### src/hw/rtl/assert_macros.svh
// Assertion helpers shared by the RTL; empty in synthesis builds.
`ifndef ASSERT_MACROS_SVH
`define ASSERT_MACROS_SVH

`ifndef SYNTHESIS

// Check an implication or plain property on every clock outside reset.
`define ASSERT_CLK(lbl, prop, msg) \
    lbl: assert property (@(posedge aclk) disable iff (!aresetn) prop) else $error(msg);

// Check that a condition never holds outside reset.
`define ASSERT_NEVER(lbl, expr, msg) \
    lbl: assert property (@(posedge aclk) disable iff (!aresetn) !(expr)) else $error(msg);

`else

`define ASSERT_CLK(lbl, prop, msg)
`define ASSERT_NEVER(lbl, expr, msg)

`endif

`endif

### src/hw/rtl/hrse_pkg.sv
package hrse_pkg;

    localparam int ADDR_W = 16;

    // Configuration register indexes
    localparam logic [1:0] CFG_BYTES_PER_LINE = 2'd0;
    localparam logic [1:0] CFG_TOTAL_COUNT    = 2'd1;
    localparam logic [1:0] CFG_START_ADDRESS  = 2'd2;

    localparam logic [7:0] BPL_RESET = 8'd16;

    localparam logic [7:0] CHAR_COLON = 8'h3A;
    localparam logic [7:0] CHAR_CR    = 8'h0D;
    localparam logic [7:0] CHAR_LF    = 8'h0A;
    localparam logic [7:0] CHAR_ZERO  = 8'h30;
    localparam logic [7:0] CHAR_ONE   = 8'h31;
    localparam logic [7:0] CHAR_THREE = 8'h33;
    localparam logic [7:0] CHAR_FOUR  = 8'h34;
    localparam logic [7:0] CHAR_F     = 8'h46;

    // Sum of the fixed bytes of the start-segment record (04 0000 03)
    localparam logic [7:0] END_REC_SUM = 8'h07;

    // One unit of text work handed from the front end to the serializer
    typedef struct packed {
        logic              has_hdr;
        logic              has_data;
        logic              has_close;
        logic              has_end;
        logic [7:0]        rec_len;
        logic [ADDR_W-1:0] addr;
        logic [7:0]        data;
        logic [7:0]        close_ck;
        logic [ADDR_W-1:0] start_addr;
        logic [ADDR_W-1:0] end_addr;
        logic [7:0]        end_ck;
    } hrse_job_t;

    function automatic logic [7:0] hex_char(input logic [3:0] nib);
        logic [7:0] r;
        if (nib < 4'd10) begin
            r = 8'h30 + {4'b0, nib};
        end else begin
            r = 8'h37 + {4'b0, nib};
        end
        return r;
    endfunction

endpackage

### src/hw/rtl/hrse_front.sv
module hrse_front (
    input  logic                      aclk,
    input  logic                      aresetn,
    input  logic                      cfg_valid,
    output logic                      cfg_ready,
    input  logic [1:0]                cfg_index,
    input  logic [15:0]               cfg_data,
    input  logic                      s_valid,
    output logic                      s_ready,
    input  logic                      s_kind,
    input  logic [7:0]                s_data_byte,
    output logic                      job_valid,
    output hrse_pkg::hrse_job_t       job,
    input  logic                      job_take
);

    `include "assert_macros.svh"

    logic [7:0]  bpl_reg, bpl_next;
    logic [15:0] total_reg, total_next;
    logic [15:0] start_reg, start_next;

    logic [15:0] bytes_done_reg, bytes_done_next;
    logic [7:0]  line_fill_reg, line_fill_next;
    logic [7:0]  line_length_reg, line_length_next;
    logic [7:0]  running_sum_reg, running_sum_next;
    logic        finished_reg, finished_next;

    logic                job_valid_reg, job_valid_next;
    hrse_pkg::hrse_job_t job_reg, job_next;

    logic        acc;
    logic        line_open;
    logic [7:0]  bpl_eff;
    logic [15:0] remaining;
    logic [7:0]  new_len;
    logic [15:0] cur_addr;
    logic [7:0]  rec_len;
    logic [7:0]  sum_base;
    logic [7:0]  sum_new;
    logic [7:0]  fill_new;
    logic        rec_full;
    logic [7:0]  end_sum;

    function automatic logic [7:0] END_REC_SUM_F(input logic [15:0] sa, input logic [15:0] ea);
        return hrse_pkg::END_REC_SUM + sa[15:8] + sa[7:0] + ea[15:8] + ea[7:0];
    endfunction

    assign cfg_ready = 1'b1;
    assign s_ready   = !job_valid_reg || job_take;
    assign acc       = s_valid && s_ready;
    assign job_valid = job_valid_reg;
    assign job       = job_reg;

    always_comb begin
        bpl_eff   = (bpl_reg == 8'd0) ? 8'd1 : bpl_reg;
        remaining = total_reg - bytes_done_reg;
        new_len   = (remaining < {8'b0, bpl_eff}) ? remaining[7:0] : bpl_eff;
        cur_addr  = start_reg + bytes_done_reg;
        line_open = (line_fill_reg == 8'd0);
        rec_len   = line_open ? new_len : line_length_reg;
        sum_base  = line_open ? (new_len + cur_addr[15:8] + cur_addr[7:0]) : running_sum_reg;
        sum_new   = sum_base + s_data_byte;
        fill_new  = line_fill_reg + 8'd1;
        rec_full  = (fill_new >= rec_len);
        end_sum   = END_REC_SUM_F(start_reg, cur_addr);
    end

    always_comb begin
        bpl_next         = bpl_reg;
        total_next       = total_reg;
        start_next       = start_reg;
        bytes_done_next  = bytes_done_reg;
        line_fill_next   = line_fill_reg;
        line_length_next = line_length_reg;
        running_sum_next = running_sum_reg;
        finished_next    = finished_reg;
        job_valid_next   = job_take ? 1'b0 : job_valid_reg;
        job_next         = job_reg;

        if (cfg_valid) begin
            case (cfg_index)
                hrse_pkg::CFG_BYTES_PER_LINE: bpl_next   = cfg_data[7:0];
                hrse_pkg::CFG_TOTAL_COUNT:    total_next = cfg_data;
                hrse_pkg::CFG_START_ADDRESS:  start_next = cfg_data;
                default: ;
            endcase
        end

        if (acc && !finished_reg) begin
            if (!s_kind) begin
                if (bytes_done_reg < total_reg) begin
                    line_length_next    = rec_len;
                    bytes_done_next     = bytes_done_reg + 16'd1;
                    line_fill_next      = rec_full ? 8'd0 : fill_new;
                    running_sum_next    = rec_full ? 8'd0 : sum_new;
                    job_valid_next      = 1'b1;
                    job_next            = '0;
                    job_next.has_hdr    = line_open;
                    job_next.has_data   = 1'b1;
                    job_next.has_close  = rec_full;
                    job_next.rec_len    = rec_len;
                    job_next.addr       = cur_addr;
                    job_next.data       = s_data_byte;
                    job_next.close_ck   = ~sum_new + 8'd1;
                end
            end else begin
                if (bytes_done_reg >= total_reg) begin
                    // close a record left open by a lowered total first
                    line_fill_next       = 8'd0;
                    running_sum_next     = 8'd0;
                    finished_next        = 1'b1;
                    job_valid_next       = 1'b1;
                    job_next             = '0;
                    job_next.has_close   = !line_open;
                    job_next.has_end     = 1'b1;
                    job_next.close_ck    = ~running_sum_reg + 8'd1;
                    job_next.start_addr  = start_reg;
                    job_next.end_addr    = cur_addr;
                    job_next.end_ck      = ~end_sum + 8'd1;
                end
            end
        end
    end

    always_ff @(posedge aclk) begin
        if (!aresetn) begin
            bpl_reg         <= hrse_pkg::BPL_RESET;
            total_reg       <= '0;
            start_reg       <= '0;
            bytes_done_reg  <= '0;
            line_fill_reg   <= '0;
            line_length_reg <= '0;
            running_sum_reg <= '0;
            finished_reg    <= 1'b0;
            job_valid_reg   <= 1'b0;
        end else begin
            bpl_reg         <= bpl_next;
            total_reg       <= total_next;
            start_reg       <= start_next;
            bytes_done_reg  <= bytes_done_next;
            line_fill_reg   <= line_fill_next;
            line_length_reg <= line_length_next;
            running_sum_reg <= running_sum_next;
            finished_reg    <= finished_next;
            job_valid_reg   <= job_valid_next;
        end
    end

    always_ff @(posedge aclk) begin
        job_reg <= job_next;
    end

    `ASSERT_CLK(a_ready_when_empty, !job_valid_reg |-> s_ready, "input stalled with empty job slot")
    `ASSERT_CLK(a_finished_sticks, finished_reg |=> finished_reg, "finished flag cleared")
    `ASSERT_CLK(a_fill_below_len, (line_fill_reg != 8'd0) |-> (line_fill_reg < line_length_reg), "open record overfilled")

endmodule

### src/hw/rtl/hrse_serializer.sv
module hrse_serializer (
    input  logic                      aclk,
    input  logic                      aresetn,
    input  logic                      job_valid,
    input  hrse_pkg::hrse_job_t       job,
    output logic                      job_take,
    output logic                      m_valid,
    input  logic                      m_ready,
    output logic [7:0]                m_text_char,
    output logic                      m_last
);

    `include "assert_macros.svh"

    typedef enum logic [1:0] {
        PH_HDR,
        PH_DAT,
        PH_CLS,
        PH_END
    } phase_t;

    phase_t              phase_reg, phase_next;
    logic [5:0]          idx_reg, idx_next;
    logic                busy_reg, busy_next;
    hrse_pkg::hrse_job_t cur_reg, cur_next;
    logic                m_valid_reg, m_valid_next;
    logic [7:0]          char_reg, char_next;
    logic                last_reg, last_next;

    logic       out_adv;
    logic       emit;
    logic [5:0] phase_last_idx;
    logic       at_phase_end;
    logic       job_last;
    logic [7:0] cur_char;

    function automatic logic [7:0] text_at(input phase_t ph, input logic [5:0] i,
                                           input hrse_pkg::hrse_job_t j);
        logic [7:0] c;
        c = hrse_pkg::CHAR_ZERO;
        case (ph)
            PH_HDR: begin
                case (i)
                    6'd0:    c = hrse_pkg::CHAR_COLON;
                    6'd1:    c = hrse_pkg::hex_char(j.rec_len[7:4]);
                    6'd2:    c = hrse_pkg::hex_char(j.rec_len[3:0]);
                    6'd3:    c = hrse_pkg::hex_char(j.addr[15:12]);
                    6'd4:    c = hrse_pkg::hex_char(j.addr[11:8]);
                    6'd5:    c = hrse_pkg::hex_char(j.addr[7:4]);
                    6'd6:    c = hrse_pkg::hex_char(j.addr[3:0]);
                    default: c = hrse_pkg::CHAR_ZERO;
                endcase
            end
            PH_DAT: begin
                c = (i == 6'd0) ? hrse_pkg::hex_char(j.data[7:4])
                                : hrse_pkg::hex_char(j.data[3:0]);
            end
            PH_CLS: begin
                case (i)
                    6'd0:    c = hrse_pkg::hex_char(j.close_ck[7:4]);
                    6'd1:    c = hrse_pkg::hex_char(j.close_ck[3:0]);
                    6'd2:    c = hrse_pkg::CHAR_CR;
                    default: c = hrse_pkg::CHAR_LF;
                endcase
            end
            PH_END: begin
                case (i)
                    6'd0, 6'd21: c = hrse_pkg::CHAR_COLON;
                    6'd2:        c = hrse_pkg::CHAR_FOUR;
                    6'd8:        c = hrse_pkg::CHAR_THREE;
                    6'd9:        c = hrse_pkg::hex_char(j.start_addr[15:12]);
                    6'd10:       c = hrse_pkg::hex_char(j.start_addr[11:8]);
                    6'd11:       c = hrse_pkg::hex_char(j.start_addr[7:4]);
                    6'd12:       c = hrse_pkg::hex_char(j.start_addr[3:0]);
                    6'd13:       c = hrse_pkg::hex_char(j.end_addr[15:12]);
                    6'd14:       c = hrse_pkg::hex_char(j.end_addr[11:8]);
                    6'd15:       c = hrse_pkg::hex_char(j.end_addr[7:4]);
                    6'd16:       c = hrse_pkg::hex_char(j.end_addr[3:0]);
                    6'd17:       c = hrse_pkg::hex_char(j.end_ck[7:4]);
                    6'd18:       c = hrse_pkg::hex_char(j.end_ck[3:0]);
                    6'd19, 6'd32: c = hrse_pkg::CHAR_CR;
                    6'd20, 6'd33: c = hrse_pkg::CHAR_LF;
                    6'd29:       c = hrse_pkg::CHAR_ONE;
                    6'd30, 6'd31: c = hrse_pkg::CHAR_F;
                    default:     c = hrse_pkg::CHAR_ZERO;
                endcase
            end
            default: c = hrse_pkg::CHAR_ZERO;
        endcase
        return c;
    endfunction

    assign out_adv  = !m_valid_reg || m_ready;
    assign emit     = busy_reg && out_adv;
    assign job_take = job_valid && (!busy_reg || (emit && job_last));

    assign m_valid     = m_valid_reg;
    assign m_text_char = char_reg;
    assign m_last      = last_reg;

    always_comb begin
        case (phase_reg)
            PH_HDR:  phase_last_idx = 6'd8;
            PH_DAT:  phase_last_idx = 6'd1;
            PH_CLS:  phase_last_idx = 6'd3;
            PH_END:  phase_last_idx = 6'd33;
            default: phase_last_idx = 6'd0;
        endcase
        at_phase_end = (idx_reg == phase_last_idx);
        job_last = at_phase_end && ((phase_reg == PH_END)
                   || (phase_reg == PH_CLS && !cur_reg.has_end)
                   || (phase_reg == PH_DAT && !cur_reg.has_close));
        cur_char = text_at(phase_reg, idx_reg, cur_reg);
    end

    always_comb begin
        phase_next   = phase_reg;
        idx_next     = idx_reg;
        busy_next    = busy_reg;
        cur_next     = cur_reg;
        m_valid_next = out_adv ? emit : m_valid_reg;
        char_next    = char_reg;
        last_next    = last_reg;

        if (emit) begin
            char_next = cur_char;
            last_next = job_last;
            if (job_last) begin
                busy_next = 1'b0;
            end else if (at_phase_end) begin
                idx_next = 6'd0;
                case (phase_reg)
                    PH_HDR:  phase_next = PH_DAT;
                    PH_DAT:  phase_next = PH_CLS;
                    PH_CLS:  phase_next = PH_END;
                    default: phase_next = PH_END;
                endcase
            end else begin
                idx_next = idx_reg + 6'd1;
            end
        end

        if (job_take) begin
            busy_next = 1'b1;
            cur_next  = job;
            idx_next  = 6'd0;
            if (job.has_end) begin
                phase_next = job.has_close ? PH_CLS : PH_END;
            end else begin
                phase_next = job.has_hdr ? PH_HDR : PH_DAT;
            end
        end
    end

    always_ff @(posedge aclk) begin
        if (!aresetn) begin
            phase_reg   <= PH_HDR;
            idx_reg     <= '0;
            busy_reg    <= 1'b0;
            m_valid_reg <= 1'b0;
        end else begin
            phase_reg   <= phase_next;
            idx_reg     <= idx_next;
            busy_reg    <= busy_next;
            m_valid_reg <= m_valid_next;
            cur_reg     <= cur_next;
            char_reg    <= char_next;
            last_reg    <= last_next;
        end
    end

    `ASSERT_CLK(a_job_has_work, busy_reg |-> (cur_reg.has_data || cur_reg.has_end), "empty job loaded")
    `ASSERT_CLK(a_idx_in_phase, busy_reg |-> (idx_reg <= phase_last_idx), "character index past phase end")
    `ASSERT_CLK(a_take_flags_last, (emit && job_last && !job_valid) |=> !busy_reg, "serializer kept busy after final character")

endmodule

### src/hw/rtl/hex_record_stream_encoder.sv
// Intel HEX text encoder.
// Input channel (s_valid/s_ready): s_kind 0 carries one data byte in s_data_byte,
// s_kind 1 asks for the end of the dump. Output channel (m_valid/m_ready): one
// ASCII character per word in m_text_char, m_last marks the final character
// caused by an input word. Configuration (cfg_valid/cfg_ready, always ready):
// cfg_index 0 bytes per line, 1 total byte count, 2 start address; write only
// while idle.
// A data byte gives 2 hex digits, plus a 9-character record header when it opens
// a record and checksum, CR, LF when it fills one: 2, 6, 11 or 15 characters.
// The end word gives the start-segment and end-of-file records, up to 38
// characters. Words that give no text are accepted without making a job.
// The word is registered in the job register; the serializer then loads it and
// registers its first character in the output register. Throughput: one
// character per cycle while the receiver is ready; a one-entry job register
// lets the next word be accepted while the current one is still being sent.
// Reset clears the byte count, open record and finished flag and sets 16 bytes
// per line. When the receiver stalls the character holds in the output register,
// the job register fills and s_ready drops until the serializer takes the job.
module hex_record_stream_encoder (
    input  logic        aclk,
    input  logic        aresetn,
    input  logic        cfg_valid,
    output logic        cfg_ready,
    input  logic [1:0]  cfg_index,
    input  logic [15:0] cfg_data,
    input  logic        s_valid,
    output logic        s_ready,
    input  logic        s_kind,
    input  logic [7:0]  s_data_byte,
    output logic        m_valid,
    input  logic        m_ready,
    output logic [7:0]  m_text_char,
    output logic        m_last
);

    logic                job_valid;
    logic                job_take;
    hrse_pkg::hrse_job_t job;

    hrse_front u_front (
        .aclk        (aclk),
        .aresetn     (aresetn),
        .cfg_valid   (cfg_valid),
        .cfg_ready   (cfg_ready),
        .cfg_index   (cfg_index),
        .cfg_data    (cfg_data),
        .s_valid     (s_valid),
        .s_ready     (s_ready),
        .s_kind      (s_kind),
        .s_data_byte (s_data_byte),
        .job_valid   (job_valid),
        .job         (job),
        .job_take    (job_take)
    );

    hrse_serializer u_serializer (
        .aclk        (aclk),
        .aresetn     (aresetn),
        .job_valid   (job_valid),
        .job         (job),
        .job_take    (job_take),
        .m_valid     (m_valid),
        .m_ready     (m_ready),
        .m_text_char (m_text_char),
        .m_last      (m_last)
    );

endmodule

### config.mk
export PLATFORM = sky130hd
export DESIGN_NAME = hex_record_stream_encoder
export DESIGN_NICKNAME = d
export VERILOG_FILES = /design/src/hw/rtl/hrse_pkg.sv /design/src/hw/rtl/hrse_front.sv /design/src/hw/rtl/hrse_serializer.sv /design/src/hw/rtl/hex_record_stream_encoder.sv
export VERILOG_INCLUDE_DIRS = /design/src /design/src/hw/rtl
export SDC_FILE = /design/constraint.sdc
export NUM_CORES = 1
export LEC_CHECK = 0
export ABC_AREA = 1
export BUFFER_PORTS_ARGS = -buffer_cell sky130_fd_sc_hd__buf_2
export CAP_MARGIN = 15
export CELL_PAD_IN_SITES_DETAIL_PLACEMENT = 0
export CELL_PAD_IN_SITES_GLOBAL_PLACEMENT = 2
export CORE_UTILIZATION = 42
export CTS_CLUSTER_SIZE = 24
export DETAILED_ROUTE_END_ITERATION = 8
export PLACE_DENSITY_LB_ADDON = 0.1
export SYNTH_ARGS = -nofsm -noshare
export SYNTH_HDL_FRONTEND = slang
export SYNTH_SLANG_ARGS = --single-unit
### constraint.sdc
create_clock -name aclk -period 10.15 [get_ports aclk]
set_clock_uncertainty 0.15 [all_clocks]
set_input_delay 1.015 -clock aclk [delete_from_list [all_inputs] [get_ports aclk]]
set_output_delay 1.015 -clock aclk [all_outputs]
set_load 0.03 [all_outputs]
==> reports/qor.csv, run 1 <==
stage,metric,value,unit
power,PD cells,172,nW/um2
layout,Synth-to-Final Area Change,10.6,%
clock_network,setup repair bufs after CTS,0,
run,Max-Cap Viols,0,
detailed_routing,routed len/inst,17.4,um
layout,filler instances,3768,
floorplan,die width,199,um
detailed_routing,final WL,44600,um
clock_network,Clock Tree Buf Depth,3,
worst_setup_path,Max stage delay on crit path,0.53,ns
synthesis,Syn Inst Count,1989,
worst_setup_path,crit-path most repeated cell,nand2_1,
sta,final critical-path share of the clock period,67.7,%
clock_network,TritonCTS Buffers,29,
layout,area of the multi-input gates,7730,um2
sta,setup ws final,3.28,ns
placement,Place WS,3.28,ns
layout,number of diodes,0,
clock_network,Worst-Skew Late Latency,0.57,ns
clock_network,cts hold-fix bufs,0,
synthesis,Synth top area share,31.9,%
worst_setup_path,crit path kind,register to register,
synthesis,most common cell in the netlist,inv_1,
worst_setup_path,CP endpoint kind,register,
placement,gp weighted congestion,0.963,
worst_setup_path,Worst EP required,10.32,ns
sta,setup_tns,0,ns
layout,sequential cell area,7040,um2
synthesis,ranking of synthesized cells by area,"edfxtp_1 (32%), dfxtp_1 (11%), ha_1 (8.3%)",
min_path,hold_sp,u_front.job[68]$_SDFFCE_PP0P_,
floorplan,I/O pin cnt,44,
sta,worst slew pin tran,1.02,ns
clock_network,Post-CTS Resized,0,
layout,Largest register FFs,83,
sta,fmax,146,MHz
detailed_routing,starting DRC count in detailed routing,747,
global_routing,first-pass GRT wire length,70000,um
detailed_routing,# DRC,0,
sta,"Slew Viols, Final",0,
synthesis,Netlist Area Pre-Place,16300,um2
synthesis,Synth Flop Type,edfxtp_1,
global_routing,GRT Total Usage,23.1,%
worst_setup_path,worst-path fanout max,9,
placement,Port Buffer Count,41,
clock_network,CTS Root Cell,clkbuf_16,
synthesis,post-synthesis cell type count,62,
synthesis,syn avg cell area,8.18,um2
synthesis,Post-synth EDFFs,173,
min_path,Hold WC Path Type,register to register,
synthesis,share of the yosys chip area belonging to registers,43.3,%
run_status,status,"complete, no violations",
layout,layout cells sized above 1,5.69,%
worst_setup_path,Worst path slowest cell,fa_1,
detailed_routing,DRT Pass-1 Iters,5,
synthesis,syn nets,2153,
sta,final hold violation count,0,
synthesis,#FFs+latches synth,265,
global_routing,initial antenna violation count,0,
global_routing,pin count of the biggest net entering global routing,83,
sta,RSZ-0062 raised after global routing,false,
worst_setup_path,Startpoint Class,register,
floorplan,Die ar.,39500,um2
synthesis,Post-synth top cells,"inv_1 (350), nand2_1 (347), nor2_1 (233)",
synthesis,post-synth top area cell,edfxtp_1,
floorplan,Row Count,71,
clock_network,Clock H-tree levels,1,
power,Pleak,8.08,nW
power,peak supply drop,0.130,mV
power,total power,0.00309,W
synthesis,Post-synth ARST share,0,%
floorplan,Die Y,199,um
worst_setup_path,Critical Path Start,u_front.bytes_done_reg[6]$_SDFFE_PN0P_,
global_routing,number of global-route vias before repair,12707,
detailed_routing,Routed Antenna Nets,0,
sta,setup violators final,0,
clock_network,clk slew on worst S/H paths,0.06,ns
sta,Slew headroom,32.1,%
detailed_routing,vias per cell,5.07,
detailed_routing,via count,13020,
placement,DP HPWL,35300,um
sta,Final min period,6.87,ns
worst_setup_path,RR Startpoint,u_front.bytes_done_reg[6]$_SDFFE_PN0P_,
worst_setup_path,"Arr. time, crit path",7.04,ns
clock_network,CTS Sinks,265,
synthesis,YS warnings,0,
clock_network,TritonCTS clock tree,built,
layout,nets,2196,
floorplan,core area,37800,um2
global_routing,global route overflow,0,
floorplan,Initial Util,43.0,%
metrics by stage:
| stage | hold WS, ns | area (um2) | instances | util [%] |
|---|---|---|---|---|
| final | 0.249 | 18000 | 2566 | 47.5 |
| after global routing | 0.259 | 18000 | 2566 | 47.5 |
| after CTS | 0.253 | 18000 | 2566 | 47.5 |
| after detailed placement | 0.255 | 17000 | 2512 | 45.0 |
| after global placement | 0.251 | 17000 | 2512 | 45.0 |
| after floorplan | 0.250 | 16300 | 1989 | - |
worst paths after layout:
| kind | slack (ns) | endpoint | cells past startpoint |
|---|---|---|---|
| worst max-delay path | 3.28 | u_front.job[47]$_DFFE_PP_ | 38 |
| worst min-delay path | 0.25 | u_serializer.cur_reg[68]$_DFFE_PP_ | 0 |
| worst max register to register | 3.28 | u_front.job[47]$_DFFE_PP_ | 38 |
| worst min register to register | 0.25 | u_serializer.cur_reg[68]$_DFFE_PP_ | 0 |
placed cells by master, fill, tap and decap left out, drive strengths merged, types with 49 or more instances in the layout:
| master | synthesis | final |
|---|---|---|
| edfxtp | 173 | 173 |
| dfxtp | 92 | 92 |
| ha | 108 | 108 |
| a21oi | 126 | 126 |
| nand2 | 352 | 352 |
| inv | 355 | 359 |
| buf | 9 | 49 |
| o21ai | 159 | 159 |
| nor2 | 236 | 236 |
| nand3 | 90 | 90 |
worst max-delay path: cells and delay by family (launching register included):
kind	cells	cell delay [ns]
adders and majority gates	6	2.15
and+or+nand+nor	19	2.24
xor gates and xnor gates	2	0.40
buffers and inverters	5	0.31
DFF	1	0.52
AOI/OAI and AO/OA	6	0.87
final cells by class:
cell class                      count  area share, %
Multi-Input combinational cell   1329           43.0
Tap cell                          511           3.56
Inverter                          358           7.48
Sequential cell                   265           39.1
Clock inverter                     18           1.20
Timing Repair Buffer               49           1.47
Clock buffer                       36           4.18
routing by layer:
metal	vias up	track usage, %	routed length, um
met1	6040	31.6	21100
met2	232	38.3	20700
met3	63	2.17	1520
met4	0	7.81	1270
li1	6685	-	-
met5	-	0	0
logic make-up (layout without fill, tap and decap cells):
logic type,after synthesis,in the layout,share of synthesized area [%]
simple gates,758,758,19.7
buf+inv,395,461,9.24
compound gates,379,379,13.3
flops,265,265,43.3
fa+ha+maj,132,132,11.3
xor+xnor,54,54,2.91
mux,4,4,0.246
other cells,2,2,0.0462
power by group:
group / switching [W] / leakage, nW / internal, W
combinational: 0.000458 / 5.25 / 0.000222
sequential: 0.0000454 / 2.37 / 0.00128
clock: 0.000444 / 0.463 / 0.000633
total: 0.000948 / 8.08 / 0.00214
Note: power is estimated with default switching activity, not from simulation.
==> run 2: changes to the inputs <==
CORE_UTILIZATION = 35   (was 42)
clock period = 5.9 ns   (was 10.15 ns; I/O delays follow)
==> run 2 against run 1 <==
- the run now ends with setup timing left
- global-route usage is 2.8 points lower
- count of clock-buffer cells in the layout is 2 lower
- setup slack worse by 3.3 ns
- register-to-register slack worse by 3.3 ns
- die area is 20% higher
- worst hold slack worse by 0.11 ns
- maximum frequency increased by 15%
- largest cell class unchanged
==> reports/qor.csv, run 2 (synthesis gave the netlist of run 1 again) <==
stage,metric,value,unit,change
worst_setup_path,reg2reg setup slack,-0.07,ns,-3.35 ns
power,peak supply drop,0.190,mV,+46%
clock_network,TritonCTS Buffers,31,,+6.9%
floorplan,Die Y,218,um,+9.4%
worst_setup_path,CP endpoint kind,register,,
layout,number of diodes,0,,unchanged
layout,post-layout instance count excluding filler cells,2785,,+8.5%
min_path,hold_sp,cfg_data[10],,
run,Max-Cap Viols,0,,unchanged
placement,Port Buffer Count,41,,unchanged
worst_setup_path,Worst path slowest cell,fa_1,,
detailed_routing,via count,13462,,+3.4%
worst_setup_path,R2R depth,41,,+7.9%
worst_setup_path,crit-path most repeated cell,nand2_1,,
sta,RSZ-0062 raised after global routing,true,,
detailed_routing,# DRC,0,,unchanged
floorplan,Initial Util,35.7,%,-7.3 points
worst_setup_path,Worst EP required,6.08,ns,-4.24 ns
sta,final critical-path share of the clock period,101,%,+33 points
floorplan,Die ar.,47300,um2,+20%
run_status,status,"finished, violations left",,
worst_setup_path,crit path kind,register to register,,
floorplan,Row Count,78,,+9.9%
clock_network,clk slew on worst S/H paths,0.06,ns,about the same
global_routing,number of global-route vias before repair,13236,,+4.2%
power,Pleak,8.82,nW,+9.2%
worst_setup_path,RR Endpoint,u_front.job[47]$_DFFE_PP_,,
sta,setup ws final,-0.0651,ns,-3.35 ns
global_routing,GRT Total Usage,20.3,%,-2.8 points
placement,gp weighted congestion,0.925,,-3.9%
worst_setup_path,Max stage delay on crit path,0.52,ns,about the same
layout,Largest register FFs,83,,unchanged
sta,fmax,168,MHz,+15%
clock_network,CTS Root Cell,clkbuf_16,,
clock_network,CTS Sinks,265,,unchanged
power,total power,0.00581,W,+88%
min_path,Hold WC Path Type,input pin to register,,
worst_setup_path,"Arr. time, crit path",6.15,ns,-0.89 ns
global_routing,first-pass GRT wire length,74500,um,+6.5%
clock_network,Clock H-tree levels,1,,unchanged
layout,nets,2324,,+5.8%
sta,worst slew pin tran,1.06,ns,+0.0449 ns
clock_network,TritonCTS clock tree,built,,
detailed_routing,final WL,47800,um,+7.2%
layout,"commonest non-fill, non-tap cells in the layout","inv_1 (339), nand2_1 (331), nor2_1 (222)",,
layout,Synth-to-Final Area Change,20.6,%,
worst_setup_path,Startpoint Class,register,,
power,PD cells,296,nW/um2,+73%
clock_network,Clock Tree Buf Depth,3,,unchanged
placement,DP HPWL,38000,um,+7.6%
sta,setup_tns,-0.133,ns,-0.133 ns
sta,worst hold margin,0.142,ns,-0.106 ns
worst_setup_path,Critical Path Start,u_front.total_reg[0]$_SDFFE_PN0P_,,
global_routing,pin count of the biggest net entering global routing,75,,-9.6%
sta,Slew headroom,29.1,%,-3.0 points
worst_setup_path,CP top delay family,adder cells,,
global_routing,global route overflow,0,,unchanged
sta,"Slew Viols, Final",0,,unchanged
clock_network,Worst-Skew Late Latency,0.58,ns,about the same
layout,"most common cell after layout, fill and taps aside",inv_1,,
worst_setup_path,"Buf+Inv Stages, Crit Path",5,,unchanged
detailed_routing,DRT Pass-1 Iters,5,,unchanged
detailed_routing,starting DRC count in detailed routing,690,,-7.6%
layout,layout cells sized above 1,15.7,%,+10 points
sta,setup violators final,3,,+3
sta,Final min period,5.97,ns,-0.901 ns
min_path,Hold Path Cell Cnt,3,,+3
detailed_routing,vias per cell,4.83,,-4.7%
min_path,hold endpoint,u_front.start_reg[10]$_SDFFE_PN0P_,,
run_status,failing checks,setup timing,,
worst_setup_path,worst-path fanout max,6,,-3
detailed_routing,Routed Antenna Nets,0,,unchanged
detailed_routing,routed len/inst,17.2,um,-1.2%
worst_setup_path,RR Startpoint,u_front.total_reg[0]$_SDFFE_PN0P_,,
floorplan,die width,218,um,+9.4%
floorplan,core area,45600,um2,+20%
sta,final hold violation count,0,,unchanged
floorplan,I/O pin cnt,44,,unchanged
global_routing,initial antenna violation count,0,,unchanged
placement,placed insts,2703,,+7.6%
run 2: per-layer routing:
layer / track usage, % / wire (um) / vias to the layer above
li1: - / - / 6950
met5: 0 / 0 / -
met4: 4.53 / 796 / 0
met3: 1.72 / 1240 / 53
met2: 34.8 / 23000 / 162
met1: 27.7 / 22800 / 6297
run 2: worst min-delay path, cell delays in order:
cell,delay [ns]
buf_2,0.11
nor2_1,0.05
nor2_1,0.08
run 2: final cells by class:
type                       instances  area [um2]
sequential                       265        7050
timing repair buffer             175        1230
inverter                         358        1350
tap                              600         751
fill                            4602       26000
clock buffer                      34         807
multi-input combinational       1329        8160
clock inverter                    24         275
run 2: how the worst max path moves through the flow:
stage / end / slack [ns] / cells past startpoint
global route: u_front.job[47]$_DFFE_PP_ / -0.44 / 38
finish: u_front.job[47]$_DFFE_PP_ / -0.07 / 41
CTS: u_front.job[47]$_DFFE_PP_ / -0.10 / 38
floorplan: u_front.job[47]$_DFFE_PP_ / 0.01 / 40
detailed placement: u_front.job[47]$_DFFE_PP_ / -0.49 / 38
global placement: u_front.job[47]$_DFFE_PP_ / -0.35 / 38
run 2: power breakdown:
| group | internal [W] | total (W) | switching, W | leakage [nW] |
|---|---|---|---|---|
| clock | 0.00118 | 0.00201 | 0.000829 | 0.508 |
| combinational | 0.000617 | 0.00152 | 0.000902 | 5.94 |
| sequential | 0.00221 | 0.00229 | 0.0000780 | 2.37 |
| total | 0.00400 | 0.00581 | 0.00181 | 8.82 |
run 2: stage by stage:
stage | util, % | setup WS [ns] | area (um2)
after floorplan | - | 0.0131 | 16300
final | 43.0 | -0.0651 | 19600
after CTS | 42.3 | -0.102 | 19300
after global placement | 39.3 | -0.348 | 17900
after global routing | 43.0 | -0.436 | 19600
after detailed placement | 39.3 | -0.485 | 17900
run 2: timing repair:
action                                  CTS  global route
endpoints found under the setup margin    7            11
buffers inserted                         14            11
gates resized for setup                  39            78
pin swaps                                30            52
hold buffers                              0             0
